## src/sv/fsss_pkg.sv

```systemverilog
package fsss_pkg;

  localparam int MAX_STAGES_DEF   = 8;
  localparam int BUFFER_BYTES_DEF = 256;

  localparam int COUNT_OFFSET = 2;
  localparam int TIMES_START  = 4;

  localparam logic [7:0] MARK_S = 8'h53;
  localparam logic [7:0] MARK_E = 8'h45;
  localparam logic [7:0] MARK_O = 8'h4F;
  localparam logic [7:0] MARK_F = 8'h46;

  localparam logic OP_BYTE = 1'b0;
  localparam logic OP_TICK = 1'b1;

  localparam logic [1:0] FS_NONE   = 2'd0;
  localparam logic [1:0] FS_LOADED = 2'd1;
  localparam logic [1:0] FS_NO_SOF = 2'd2;

  typedef struct packed {
    logic       operation;
    logic [7:0] rx_byte;
  } fsss_req_t;

  typedef struct packed {
    logic [5:0] light_pattern;
    logic [2:0] stage_index;
    logic       stage_started;
    logic [1:0] frame_status;
    logic       schedule_loaded;
  } fsss_result_t;

  typedef struct packed {
    logic       load;
    logic [1:0] status;
  } fsss_frame_evt_t;

endpackage

```

## src/sv/fsss_frame.sv

```systemverilog
module fsss_frame
  import fsss_pkg::*;
#(
  parameter int MAX_STAGES   = MAX_STAGES_DEF,
  parameter int BUFFER_BYTES = BUFFER_BYTES_DEF
) (
  input  logic                              clk,
  input  logic                              rst,
  input  logic                              byte_en,
  input  logic [7:0]                        rx_byte,
  output fsss_frame_evt_t                   evt,
  output logic [$clog2(MAX_STAGES+1)-1:0]   load_count,
  output logic [31:0]                       load_times    [MAX_STAGES],
  output logic [5:0]                        load_patterns [MAX_STAGES]
);

  localparam int PAT_START   = TIMES_START + 4 * MAX_STAGES;
  localparam int PAYLOAD_END = PAT_START + 4 * MAX_STAGES;
  localparam int OFF_W       = $clog2(PAYLOAD_END + 1);
  localparam int BH_W        = $clog2(BUFFER_BYTES + 1);
  localparam int CNT_W       = $clog2(MAX_STAGES + 1);

  logic [BH_W-1:0]  bytes_held;
  logic [15:0]      prior_two_bytes;
  logic             start_found;
  logic [OFF_W-1:0] payload_offset;
  logic [7:0]       pending_count;
  logic [31:0]      pending_times    [MAX_STAGES];
  logic [5:0]       pending_patterns [MAX_STAGES];

  logic             take;
  logic             cap;
  logic             sof;
  logic             eof;
  logic             in_times;
  logic             in_pats;
  logic [OFF_W-1:0] rel_t;
  logic [OFF_W-1:0] rel_p;
  logic [7:0]       count_cap;
  logic [31:0]      times_cap [MAX_STAGES];
  logic [5:0]       pats_cap  [MAX_STAGES];

  assign take  = byte_en && (bytes_held != BH_W'(BUFFER_BYTES));
  assign cap   = take && start_found;
  assign sof   = !start_found && (prior_two_bytes == {MARK_S, MARK_O}) && (rx_byte == MARK_F);
  assign eof   = (prior_two_bytes == {MARK_E, MARK_O}) && (rx_byte == MARK_F);
  assign rel_t = payload_offset - OFF_W'(TIMES_START);
  assign rel_p = payload_offset - OFF_W'(PAT_START);
  assign in_times = (payload_offset >= OFF_W'(TIMES_START)) &&
                    (payload_offset < OFF_W'(PAT_START));
  assign in_pats  = (payload_offset >= OFF_W'(PAT_START)) &&
                    (payload_offset < OFF_W'(PAYLOAD_END));

  assign count_cap = (cap && (payload_offset == OFF_W'(COUNT_OFFSET))) ? rx_byte
                                                                        : pending_count;

  always_comb begin
    for (int k = 0; k < MAX_STAGES; k++) begin
      times_cap[k] = pending_times[k];
      pats_cap[k]  = pending_patterns[k];
      if (cap && in_times && ((rel_t >> 2) == OFF_W'(k))) begin
        for (int j = 0; j < 4; j++) begin
          if (rel_t[1:0] == 2'(3 - j)) begin
            times_cap[k][8*j +: 8] = pending_times[k][8*j +: 8] | rx_byte;
          end
        end
      end
      if (cap && in_pats && ((rel_p >> 2) == OFF_W'(k))) begin
        if (rel_p[1:0] == 2'd2) begin
          pats_cap[k] = pending_patterns[k] | {rx_byte[3:0], 2'b00};
        end else if (rel_p[1:0] == 2'd3) begin
          pats_cap[k] = pending_patterns[k] | {4'b0000, rx_byte[7:6]};
        end
      end
    end
  end

  always_comb begin
    evt.load   = take && eof && start_found;
    evt.status = FS_NONE;
    if (take && eof) begin
      evt.status = start_found ? FS_LOADED : FS_NO_SOF;
    end
    load_count = (count_cap > 8'(MAX_STAGES)) ? CNT_W'(MAX_STAGES) : count_cap[CNT_W-1:0];
    load_times    = times_cap;
    load_patterns = pats_cap;
  end

  always_ff @(posedge clk) begin
    if (rst) begin
      bytes_held      <= '0;
      prior_two_bytes <= '0;
      start_found     <= 1'b0;
      payload_offset  <= '0;
      pending_count   <= '0;
      for (int k = 0; k < MAX_STAGES; k++) begin
        pending_times[k]    <= '0;
        pending_patterns[k] <= '0;
      end
    end else if (take) begin
      if (eof) begin
        bytes_held      <= '0;
        prior_two_bytes <= '0;
        start_found     <= 1'b0;
        payload_offset  <= '0;
        pending_count   <= '0;
        for (int k = 0; k < MAX_STAGES; k++) begin
          pending_times[k]    <= '0;
          pending_patterns[k] <= '0;
        end
      end else begin
        bytes_held      <= bytes_held + 1'b1;
        prior_two_bytes <= {prior_two_bytes[7:0], rx_byte};
        pending_count   <= count_cap;
        pending_times    <= times_cap;
        pending_patterns <= pats_cap;
        if (sof) begin
          start_found    <= 1'b1;
          payload_offset <= '0;
        end else if (cap && (payload_offset < OFF_W'(PAYLOAD_END))) begin
          payload_offset <= payload_offset + 1'b1;
        end
      end
    end
  end

endmodule

```

## src/sv/fsss_stage.sv

```systemverilog
module fsss_stage
  import fsss_pkg::*;
#(
  parameter int MAX_STAGES = MAX_STAGES_DEF
) (
  input  logic                              clk,
  input  logic                              rst,
  input  logic                              tick_en,
  input  logic                              load_en,
  input  logic [$clog2(MAX_STAGES+1)-1:0]   load_count,
  input  logic [31:0]                       load_times    [MAX_STAGES],
  input  logic [5:0]                        load_patterns [MAX_STAGES],
  output logic [5:0]                        lights,
  output logic [2:0]                        stage,
  output logic                              started,
  output logic                              loaded
);

  localparam int CNT_W = $clog2(MAX_STAGES + 1);
  localparam int ST_W  = (MAX_STAGES > 1) ? $clog2(MAX_STAGES) : 1;

  logic [CNT_W-1:0] active_count;
  logic [31:0]      active_times    [MAX_STAGES];
  logic [5:0]       active_patterns [MAX_STAGES];
  logic             schedule_valid;
  logic [ST_W-1:0]  current_stage;
  logic [31:0]      time_left;
  logic             stage_running;
  logic [5:0]       lights_out;

  logic             schedule_valid_next;
  logic [ST_W-1:0]  current_stage_next;
  logic [31:0]      time_left_next;
  logic             stage_running_next;
  logic [5:0]       lights_out_next;

  logic [ST_W:0]    adv_sum;
  logic [ST_W-1:0]  adv_stage;
  logic [ST_W-1:0]  sel;
  logic [31:0]      tl_dec;

  always_comb begin
    adv_sum   = {1'b0, current_stage} + 1'b1;
    adv_stage = (adv_sum >= (ST_W+1)'(active_count)) ? '0 : adv_sum[ST_W-1:0];
    tl_dec    = time_left - 32'(time_left != 32'd0);
    sel       = stage_running ? adv_stage : current_stage;

    schedule_valid_next = schedule_valid || load_en;
    current_stage_next  = current_stage;
    time_left_next      = time_left;
    stage_running_next  = stage_running;
    lights_out_next     = lights_out;
    started             = 1'b0;

    if (tick_en) begin
      if (!schedule_valid || (active_count == '0)) begin
        stage_running_next = 1'b0;
      end else if (!stage_running || (tl_dec == 32'd0)) begin
        current_stage_next = sel;
        lights_out_next    = active_patterns[sel];
        time_left_next     = active_times[sel];
        stage_running_next = 1'b1;
        started            = 1'b1;
      end else begin
        time_left_next = tl_dec;
      end
    end

    lights = lights_out_next;
    stage  = 3'(current_stage_next);
    loaded = schedule_valid_next;
  end

  always_ff @(posedge clk) begin
    if (rst) begin
      active_count   <= '0;
      schedule_valid <= 1'b0;
      current_stage  <= '0;
      time_left      <= '0;
      stage_running  <= 1'b0;
      lights_out     <= '0;
      for (int k = 0; k < MAX_STAGES; k++) begin
        active_times[k]    <= '0;
        active_patterns[k] <= '0;
      end
    end else begin
      schedule_valid <= schedule_valid_next;
      current_stage  <= current_stage_next;
      time_left      <= time_left_next;
      stage_running  <= stage_running_next;
      lights_out     <= lights_out_next;
      if (load_en) begin
        active_count <= load_count;
        for (int k = 0; k < MAX_STAGES; k++) begin
          active_times[k]    <= (load_times[k] == 32'd0) ? 32'd1 : load_times[k];
          active_patterns[k] <= load_patterns[k];
        end
      end
    end
  end

endmodule

```

## src/sv/fsss_skid.sv

```systemverilog
module fsss_skid
  import fsss_pkg::*;
(
  input  logic         clk,
  input  logic         rst,
  input  logic         push,
  input  fsss_result_t push_data,
  output logic         space,
  output logic         out_valid,
  input  logic         out_ready,
  output fsss_result_t out_data
);

  logic         skid_valid;
  fsss_result_t skid_data;

  assign space = !skid_valid;

  always_ff @(posedge clk) begin
    if (rst) begin
      out_valid  <= 1'b0;
      skid_valid <= 1'b0;
    end else if (!out_valid || out_ready) begin
      out_valid  <= skid_valid || push;
      skid_valid <= 1'b0;
    end else if (push) begin
      skid_valid <= 1'b1;
    end
  end

  always_ff @(posedge clk) begin
    if (!out_valid || out_ready) begin
      out_data <= skid_valid ? skid_data : push_data;
    end else if (push) begin
      skid_data <= push_data;
    end
  end

endmodule

```

## src/sv/framed_schedule_stage_sequencer_top.sv

```systemverilog
// Framed schedule stage sequencer.
// Input channel in_valid/in_ready/in_data carries one request per item: a
// received serial byte (operation 0) or a one millisecond tick (operation 1).
// Bytes are collected into a frame; the first start marker begins positional
// capture of the stage count, stage times and light patterns, and an end
// marker loads the captured schedule or reports a missing start marker.
// Ticks step through the loaded stages and drive six lights.
// Every request yields exactly one result on out_valid/out_ready/out_data.
// Results are registered, not combinational, on the way to out_data.
// Throughput: one request per cycle while in_ready is high; all state updates
// for a request settle in the cycle it is accepted, and a two-entry output
// buffer takes one more request while the receiver holds out_ready low.
// in_ready drops only when both output entries are full and comes back the
// cycle after the receiver takes a result.
// Reset (rst, synchronous) clears the frame, the schedule, the stage index
// and the lights; no result is pending after reset.
module framed_schedule_stage_sequencer_top
  import fsss_pkg::*;
#(
  parameter int MAX_STAGES   = MAX_STAGES_DEF,
  parameter int BUFFER_BYTES = BUFFER_BYTES_DEF
) (
  input  logic         clk,
  input  logic         rst,
  input  logic         in_valid,
  output logic         in_ready,
  input  fsss_req_t    in_data,
  output logic         out_valid,
  input  logic         out_ready,
  output fsss_result_t out_data
);

  localparam int CNT_W = $clog2(MAX_STAGES + 1);

  logic             accept;
  logic             byte_en;
  logic             tick_en;
  fsss_frame_evt_t  evt;
  logic [CNT_W-1:0] load_count;
  logic [31:0]      load_times    [MAX_STAGES];
  logic [5:0]       load_patterns [MAX_STAGES];
  fsss_result_t     result;
  logic             sched_loaded;

  assign accept  = in_valid && in_ready;
  assign byte_en = accept && (in_data.operation == OP_BYTE);
  assign tick_en = accept && (in_data.operation == OP_TICK);

  fsss_frame #(
    .MAX_STAGES   (MAX_STAGES),
    .BUFFER_BYTES (BUFFER_BYTES)
  ) u_frame (
    .clk           (clk),
    .rst           (rst),
    .byte_en       (byte_en),
    .rx_byte       (in_data.rx_byte),
    .evt           (evt),
    .load_count    (load_count),
    .load_times    (load_times),
    .load_patterns (load_patterns)
  );

  fsss_stage #(
    .MAX_STAGES (MAX_STAGES)
  ) u_stage (
    .clk           (clk),
    .rst           (rst),
    .tick_en       (tick_en),
    .load_en       (evt.load),
    .load_count    (load_count),
    .load_times    (load_times),
    .load_patterns (load_patterns),
    .lights        (result.light_pattern),
    .stage         (result.stage_index),
    .started       (result.stage_started),
    .loaded        (sched_loaded)
  );

  assign result.frame_status    = evt.status;
  assign result.schedule_loaded = sched_loaded;

  fsss_skid u_skid (
    .clk       (clk),
    .rst       (rst),
    .push      (accept),
    .push_data (result),
    .space     (in_ready),
    .out_valid (out_valid),
    .out_ready (out_ready),
    .out_data  (out_data)
  );

`ifndef NO_ASSERTIONS
  a_stall_full: assert property (@(posedge clk) disable iff (rst)
    !in_ready |-> out_valid)
    else $error("request held off while output register empty");

  a_kind_excl: assert property (@(posedge clk) disable iff (rst)
    accept |-> !(result.stage_started && (result.frame_status != FS_NONE)))
    else $error("stage start and frame status on one request");

  a_load_flag: assert property (@(posedge clk) disable iff (rst)
    (accept && (result.frame_status == FS_LOADED)) |-> result.schedule_loaded)
    else $error("schedule load reported without loaded flag");

  a_loaded_sticky: assert property (@(posedge clk) disable iff (rst)
    $past(sched_loaded) && !$past(rst) |-> sched_loaded)
    else $error("loaded flag dropped");
`endif

endmodule
```

## config.mk

```make
export PLATFORM = sky130hd
export DESIGN_NAME = framed_schedule_stage_sequencer_top
export DESIGN_NICKNAME = d
export VERILOG_FILES = /design/src/sv/fsss_pkg.sv /design/src/sv/fsss_frame.sv /design/src/sv/fsss_stage.sv /design/src/sv/fsss_skid.sv /design/src/sv/framed_schedule_stage_sequencer_top.sv
export SDC_FILE = /design/constraint.sdc
export NUM_CORES = 1
export LEC_CHECK = 0
export BUFFER_PORTS_ARGS = -buffer_cell sky130_fd_sc_hd__buf_2
export CAP_MARGIN = 10
export CORE_MARGIN = 1.5
export CORE_UTILIZATION = 50
export CTS_CLUSTER_DIAMETER = 120
export DETAILED_ROUTE_END_ITERATION = 7
export GPL_ROUTABILITY_DRIVEN = 1
export PLACE_DENSITY = 0.65
export SLEW_MARGIN = 20
export SYNTH_ARGS = -nofsm -noshare
export SYNTH_HDL_FRONTEND = slang
export SYNTH_HIERARCHICAL = 1
export SYNTH_SLANG_ARGS = --single-unit
export TNS_END_PERCENT = 1
```

## constraint.sdc

```tcl
create_clock -name clk -period 10 [get_ports clk]
set_clock_uncertainty 0.1 [all_clocks]
set_input_delay 1 -clock clk [delete_from_list [all_inputs] [get_ports clk]]
set_output_delay 1 -clock clk [all_outputs]
set_load 0.005 [all_outputs]
```

==> reports/results.txt, run 1 <==
status: finished, final reports clean
Reg-to-Reg End: u_skid/out_data[4]
post-synthesis sequential area ratio: 51.1%
Final Critical Period: 5.69 ns
Critical Path Fanout Max: 25
DRC Markers: 0
total stage count of the critical path: 18
HP Class: reg -> reg
setup ws final: 4.31 ns
Final period util: 56.9%
commonest non-fill, non-tap cells in the layout: dfxtp_1 (392), nor2b_1 (334), edfxtp_1 (330)
area of the mapped netlist: 0.0349 mm²
proportion of synthesized flip-flops having asynchronous set or reset: 0%
CTS Buf Count: 78
Least-Margin Pin Slew: 1.21 ns
die area: 0.0713 mm²
simple-gate share of the synthesized area: 20.5%
Crit. Startpoint: u_stage/time_left[17]
met1 Usage GRT: 43.0%
clk sink count: 724
final-stage net count: 3,283
Hold Path Cell Cnt: 2
routing usage on met2: 44.8%
Worst path max stage delay: 0.59 ns
largest family of logic cells by synthesized area: simple AND/OR/NAND/NOR gates
dominant synthesized flop cell: dfxtp_1
Arr. time, crit path: 5.97 ns
Global Route Usage Sum: 29.8%
post-route ant nets: 0
I/O pin cnt: 28
CP endpoint: u_skid/out_data[4]
Hold Vio Cnt, Final: 0
layout cells sized above 1: 8.43%
setup TNS: 0 ns
die height: 267 µm
TritonCTS clock tree: done
Initial Util: 50.6%
Hold Worst Slack: 0.352 ns
Slowest-stage cell, CP: or3_1
Hold Buf Count CTS: 0
grt total ovfl: 0
cells after synthesis: 3,375
P_leak: 13.9 nW
worst r2r src: u_stage/time_left[17]
startpoint types: register
Yosys cell types: 85
worst path required time: 10.29 ns
post-synth top area cell: edfxtp_1
Mapped Nets: 3,401
top area cells in the synthesized netlist: edfxtp_1 (28%), dfxtp_1 (23%), nor2b_1 (6.0%)
Via Count: 27,189
clk slew on worst S/H paths: 0.06 ns
initial DRC count: 3,125
postcts setup bufs: 0
initial antenna violation count: 2
hpwl dp: 68.0 mm
Area Overhead vs Synth: 8.72%
fmax: 176 MHz
R2R depth: 18
area fraction of the dominant cell type after synthesis: 28.4%
crit-path leading delay family: simple AND/OR/NAND/NOR gates
cts repair resizes: 0
clock latency on the worst-skew pair: 0.65 ns
DR pass1 iterations: 5
global route hottest layer: met2
# port buffers: 27
Rel. slew slack: 19.4%
Synth Area in XOR/XNOR: 0.352%
adder-cell share of the synthesized area: 0.467%
crit end category: register
met3 GRT Util: 5.54%
Final Max Tran Viols: 0
Root Buffer Master: clkbuf_16
global-route wire length before repair: 161 mm
WL/cell: 25.3 µm
PD cells: 166 mW/mm²
Buf/Inv on CP: 3
row count: 96
max_cap viols: 0
Setup violations, final: 0
yosys warns: 6
post-synthesis mux area share: 4.04%
Mean Syn Cell Area: 10.3 µm²
die outline width: 267 µm
H-tree level count: 3
Reg2Reg Setup Slack: 4.31 ns
diode count: 0
DR vias/cell: 6.39
CTS Buffer Depth: 3
Post-synth EDFFs: 330
Max VDD drop: 0.000124 V
compound-cell area share of the yosys netlist: 19.5%
cells along the critical path: or3_1 -> or3_1 -> or2_2 -> nor2_1 -> nand2_1 -> ha_1 -> nor3b_1 -> buf_4 -> or4_1 -> o211ai_1 -> o21ai_0 -> or4_4 -> o21ai_2 -> nand2_1 -> inv_1 -> buf_4 -> a21oi_1 -> mux2_4
commonest non-fill, non-tap cell in the layout: dfxtp_1
DP Worst Slack: 4.37 ns
kind of critical path: reg -> reg
largest net degree at the start of global routing: 225
Core Box Area: 0.0688 mm²
Total Routed Length: 108 mm
RSZ-0062 raised after global routing: false
vias in the first global route: 25,503
Yosys reg bits: 724
final core occ: 55.1%
Final GP Congestion: 0.882
[where the power goes]
| part | internal (W) | leakage (nW) | switching (W) |
|---|---|---|---|
| Combinational | 0.0000530 | 6.34 | 0.000126 |
| Clock | 0.00167 | 1.25 | 0.00123 |
| Sequential | 0.00316 | 6.31 | 0.0000475 |
[worst reg2reg max path, stage by stage (launching register included)]
cell	delay, ns
dfxtp_1	0.39
or3_1	0.45
or3_1	0.59
or2_2	0.40
nor2_1	0.14
nand2_1	0.08
ha_1	0.22
nor3b_1	0.16
buf_4	0.20
or4_1	0.48
o211ai_1	0.21
o21ai_0	0.28
or4_4	0.47
o21ai_2	0.16
nand2_1	0.24
inv_1	0.13
buf_4	0.30
a21oi_1	0.16
mux2_4	0.30
[per-layer routing]
layer  vias up  share of wire (%)
met1     13477                 44
met4         0                3.0
li1      12247                  -
met2      1270                 44
met3       195                9.4
met5         -                  0
[worst min-delay path by stage]
stage / slack, ns / start / end
floorplan: 0.33 / u_frame/prior_two_bytes[15] / u_frame/prior_two_bytes[15]
global placement: 0.34 / u_frame/prior_two_bytes[13] / u_frame/prior_two_bytes[13]
detailed placement: 0.35 / u_frame/prior_two_bytes[13] / u_frame/prior_two_bytes[13]
CTS: 0.36 / u_frame/prior_two_bytes[13] / u_frame/prior_two_bytes[13]
global route: 0.38 / u_frame/prior_two_bytes[13] / u_frame/prior_two_bytes[13]
finish: 0.35 / u_frame/prior_two_bytes[13] / u_frame/prior_two_bytes[13]
[registers in the layout, indices dropped and copies added, names as in the netlist, 7 cells and up]
signal                    flops
u_frame/pending_times       256
u_stage/active_times        256
u_frame/pending_patterns     48
u_stage/active_patterns      48
u_stage/time_left            32
u_frame/prior_two_bytes      16
u_skid/out_data              13
u_skid/skid_data             13
u_frame/bytes_held            9
u_frame/pending_count         8
u_frame/payload_offset        7
[synth_stat cells (all sizes together) (9+ instances only)]
master and n:
dfxtp 394, nor2b 338, edfxtp 330, and2 296
o21bai 224, nand2 185, clkbuf 177, nor2 148
a221oi 140, a21oi 132, mux2i 105, buf 96
nor4 84, a21o 81, o21ai 78, nand3 51
a22oi 47, nand4 41, a211oi 37, a22o 36
nor3 35, mux2 29, a31oi 28, and3 25
inv 23, o211ai 16, or4 16, a221o 15
a32oi 14, ha 13, or3 13, a311oi 9
[layout make-up]
class                      count  area [µm²]
clock buffer                 114        2230
clock inverter                31         325
multi-input combinational   2354       15700
fill                        5957       30900
timing repair buffer          75         548
sequential                   724       17800
tap                          931        1160
inverter                      24        92.6
[kinds of logic after synthesis]
group	count (synthesis)
mux	134
xor+xnor	14
fa+ha+maj	13
buf+inv	297
compound gates	927
simple gates	1266
flops	724
[stage by stage]
step	std cells	total power, W	cell area (µm²)
CTS	4253	0.00632	37900
finish	4253	0.00628	37900
global placement	4108	0.00344	35300
floorplan	3375	0.00339	34900
detailed placement	4108	0.00345	35300
global route	4253	0.00645	37900
(Power assumes the default switching activity.)
==> run 2: changes to the inputs <==
--- a/config.mk
+++ b/config.mk
@@ -5,6 +5,7 @@
 export SDC_FILE = /design/constraint.sdc
 export NUM_CORES = 1
 export LEC_CHECK = 0
+export ABC_AREA = 1
 export BUFFER_PORTS_ARGS = -buffer_cell sky130_fd_sc_hd__buf_2
 export CAP_MARGIN = 10
 export CORE_MARGIN = 1.5
@@ -12,7 +13,7 @@
 export CTS_CLUSTER_DIAMETER = 120
 export DETAILED_ROUTE_END_ITERATION = 7
 export GPL_ROUTABILITY_DRIVEN = 1
-export PLACE_DENSITY = 0.65
+export PLACE_DENSITY = 0.68
 export SLEW_MARGIN = 20
 export SYNTH_ARGS = -nofsm -noshare
 export SYNTH_HDL_FRONTEND = slang
==> constraint.sdc (replaced) <==
create_clock -name clk -period 4.9 [get_ports clk]
set_clock_uncertainty 0.1 [all_clocks]
set_input_delay 0.49 -clock clk [delete_from_list [all_inputs] [get_ports clk]]
set_output_delay 0.49 -clock clk [all_outputs]
set_load 0.005 [all_outputs]
==> run 2 against run 1 <==
Against the previous run: synthesized cell count is 30% higher; core utilization is 0.20 points higher; sequential share of layout area hardly changed; critical endpoint is now u_stage/active_times[5][6].
==> reports/results.txt, run 2 <==
Hold Vio Cnt, Final: 0
I/O pin cnt: 28
global-route wire length before repair: 143 mm
Final GP Congestion: 0.932
sequential power share: 51.5%
Post-synth EDFFs: 330
WL/cell: 17.2 µm
proportion of synthesized flip-flops having asynchronous set or reset: 0%
Initial Util: 50.5%
row count: 96
worst path required time: 5.15 ns
Total Routed Length: 92.0 mm
Setup violations, final: 0
PD cells: 330 mW/mm²
# port buffers: 27
P_leak: 15.7 nW
combinational group share of total power: 2.3%
Final period util: 90.4%
commonest non-fill, non-tap cell in the layout: nand2_1
cells after synthesis: 4,388
switching pwr: 0.00275 W
count leader, synth: nand2_1
Hold Buf Count CTS: 0
die height: 266 µm
FF+latch area: 0.0178 mm²
R2R depth: 15
clk slew on worst S/H paths: 0.06 ns
hpwl dp: 62.9 mm
startpoint types: register
Via Count: 27,875
Yosys cell types: 45
die outline width: 266 µm
Critical Path Fanout Max: 32
post-synthesis sequential area ratio: 51.4%
crit end category: register
postcts setup bufs: 0
total power: 0.0125 W
initial DRC count: 2,763
Arr. time, crit path: 4.68 ns
final-stage net count: 4,371
clk sink count: 724
diode count: 0
Switching Share: 21.9%
clock latency on the worst-skew pair: 0.65 ns
max_cap viols: 0
top area cells in the synthesized netlist: edfxtp_1 (29%), dfxtp_1 (23%), nand2_1 (11%)
Final Max Tran Viols: 0
Mean Syn Cell Area: 7.89 µm²
fmax: 226 MHz
largest net degree at the start of global routing: 188
Int Pwr: 0.00978 W
initial antenna violation count: 0
most frequent cells after synthesis: nand2_1 (1,039), inv_1 (834), nor2_1 (503)
commonest non-fill, non-tap cells in the layout: nand2_1 (1,036), inv_1 (834), nor2_1 (503)
DR vias/cell: 5.22
layout cells sized above 1: 6.48%
worst r2r src: u_skid/skid_valid
status: finished, final reports clean
Core Box Area: 0.0686 mm²
CP endpoint: u_stage/active_times[5][6]
Crit. Startpoint: u_skid/skid_valid
Hold Worst Slack: 0.0362 ns
DRC Markers: 0
post-route ant nets: 0
Rel. slew slack: 26.3%
Final Critical Period: 4.43 ns
Reg2Reg Setup Slack: 0.47 ns
area fraction of the dominant cell type after synthesis: 28.6%
DR pass1 iterations: 6
yosys warns: 6
post-layout instance area: 0.0379 mm²
CTS Buf Count: 79
post-synth top area cell: edfxtp_1
TritonCTS clock tree: done
grt total ovfl: 0
Post-DP Area: 0.0354 mm²
Top Registers: u_frame/pending_times (256), u_stage/active_times (256)
vias in the first global route: 25,499
H-tree level count: 3
Max VDD drop: 0.000314 V
Yosys reg bits: 724
HP Class: in -> reg
setup TNS: 0 ns
Area Overhead vs Synth: 9.51%
area of the mapped netlist: 0.0346 mm²
kind of critical path: reg -> reg
RSZ-0062 raised after global routing: false
Clk network pwr share: 46.2%
Least-Margin Pin Slew: 1.11 ns
Global Route Usage Sum: 26.0%
Root Buffer Master: clkbuf_16
dominant synthesized flop cell: dfxtp_1
die area: 0.0708 mm²
area occupied by multi-input gates: 0.0127 mm²
fill count: 6,301
CTS Buffer Depth: 3
Reg-to-Reg End: u_stage/active_times[5][6]
Mapped Nets: 4,414
cts repair resizes: 0
[run 2: cell count changes in the layout (fill, tap and decap cells not counted), sizes merged, moves of 47 or more]
cell / before / now
a21o: 81 / 0
o211ai: 16 / 84
a22oi: 47 / 0
nand3: 51 / 177
nor2b: 338 / 0
mux2i: 105 / 0
a21oi: 132 / 284
and2: 296 / 39
a221oi: 140 / 0
inv: 30 / 849
o21ai: 78 / 189
nand2: 185 / 1054
nor2: 148 / 523
o21bai: 224 / 77
[run 2: worst min path at each step]
stage	start	endpoint	slack, ns	depth (start not counted)
final	out_ready	u_skid/skid_valid	0.04	4
after global routing	out_ready	u_skid/skid_valid	0.04	4
after CTS	out_ready	u_skid/skid_valid	0.005	4
after detailed placement	u_frame/pending_patterns[4]	u_frame/pending_patterns[4]	0.35	2
after global placement	u_frame/pending_patterns[1]	u_frame/pending_patterns[1]	0.34	2
after floorplan	u_frame/pending_patterns[0]	u_frame/pending_patterns[0]	0.32	2
[run 2: final cells by class]
class                   count  share of cell area [%]
clock buffers             115                    5.93
clock inverters            33                   0.697
inverters                 847                    8.39
multi-input cells        2620                    33.4
flip-flops and latches    724                    47.0
well taps                 931                    3.07
repair buffers             73                    1.56
[run 2: power groups by stage]
stage	Combinational (W)	Sequential, W	Clock, W
detailed placement	0.000289	0.00658	0
global route	0.000314	0.00646	0.00610
CTS	0.000289	0.00645	0.00587
global placement	0.000288	0.00658	0
floorplan	0.000168	0.00657	0
finish	0.000291	0.00645	0.00578
[run 2: per-layer routing]
metal	share of wire, %	routed length, µm	vias up	track usage [%]
li1	-	-	13762	-
met1	43	39600	12970	35.7
met2	46	42600	970	42.5
met3	7.5	6890	173	3.57
met4	3.2	2980	0	8.66
met5	0	0	-	0
[run 2: cells by family (layout without fill, tap and decap cells)]
group,after synthesis,count (layout),synth area share [%]
flip-flops,724,724,51.4
adder cells (fa/ha/maj),13,13,0.470
XOR/XNOR,6,6,0.152
AND/OR/NAND/NOR,1951,1951,24.1
buffers and inverters,1044,1068,12.2
AO/OA/AOI/OAI,650,650,11.7
[run 2: worst max-delay path, stage by stage (launching register included)]
cell,delay (ns)
dfxtp_1,0.46
inv_2,0.11
nand2_1,0.13
nor2_1,0.39
nand2_4,0.25
nor2_8,0.20
nand3_4,0.22
inv_2,0.12
nand2_2,0.38
nand2_1,0.21
nand2_1,0.08
nor4_1,0.36
nand3_1,0.15
nor4_1,0.29
or2_2,0.55
nor2_1,0.11
[run 2: per-stage QoR]
stage          util (%)  instances  worst slack (ns)
2_1_floorplan         -       4388             0.642
3_3_place_gp       51.6       5195             0.604
3_5_place_dp       51.6       5195             0.518
4_1_cts            55.3       5343             0.502
5_1_grt            55.3       5343            0.0684
6_report           55.3       5343             0.472
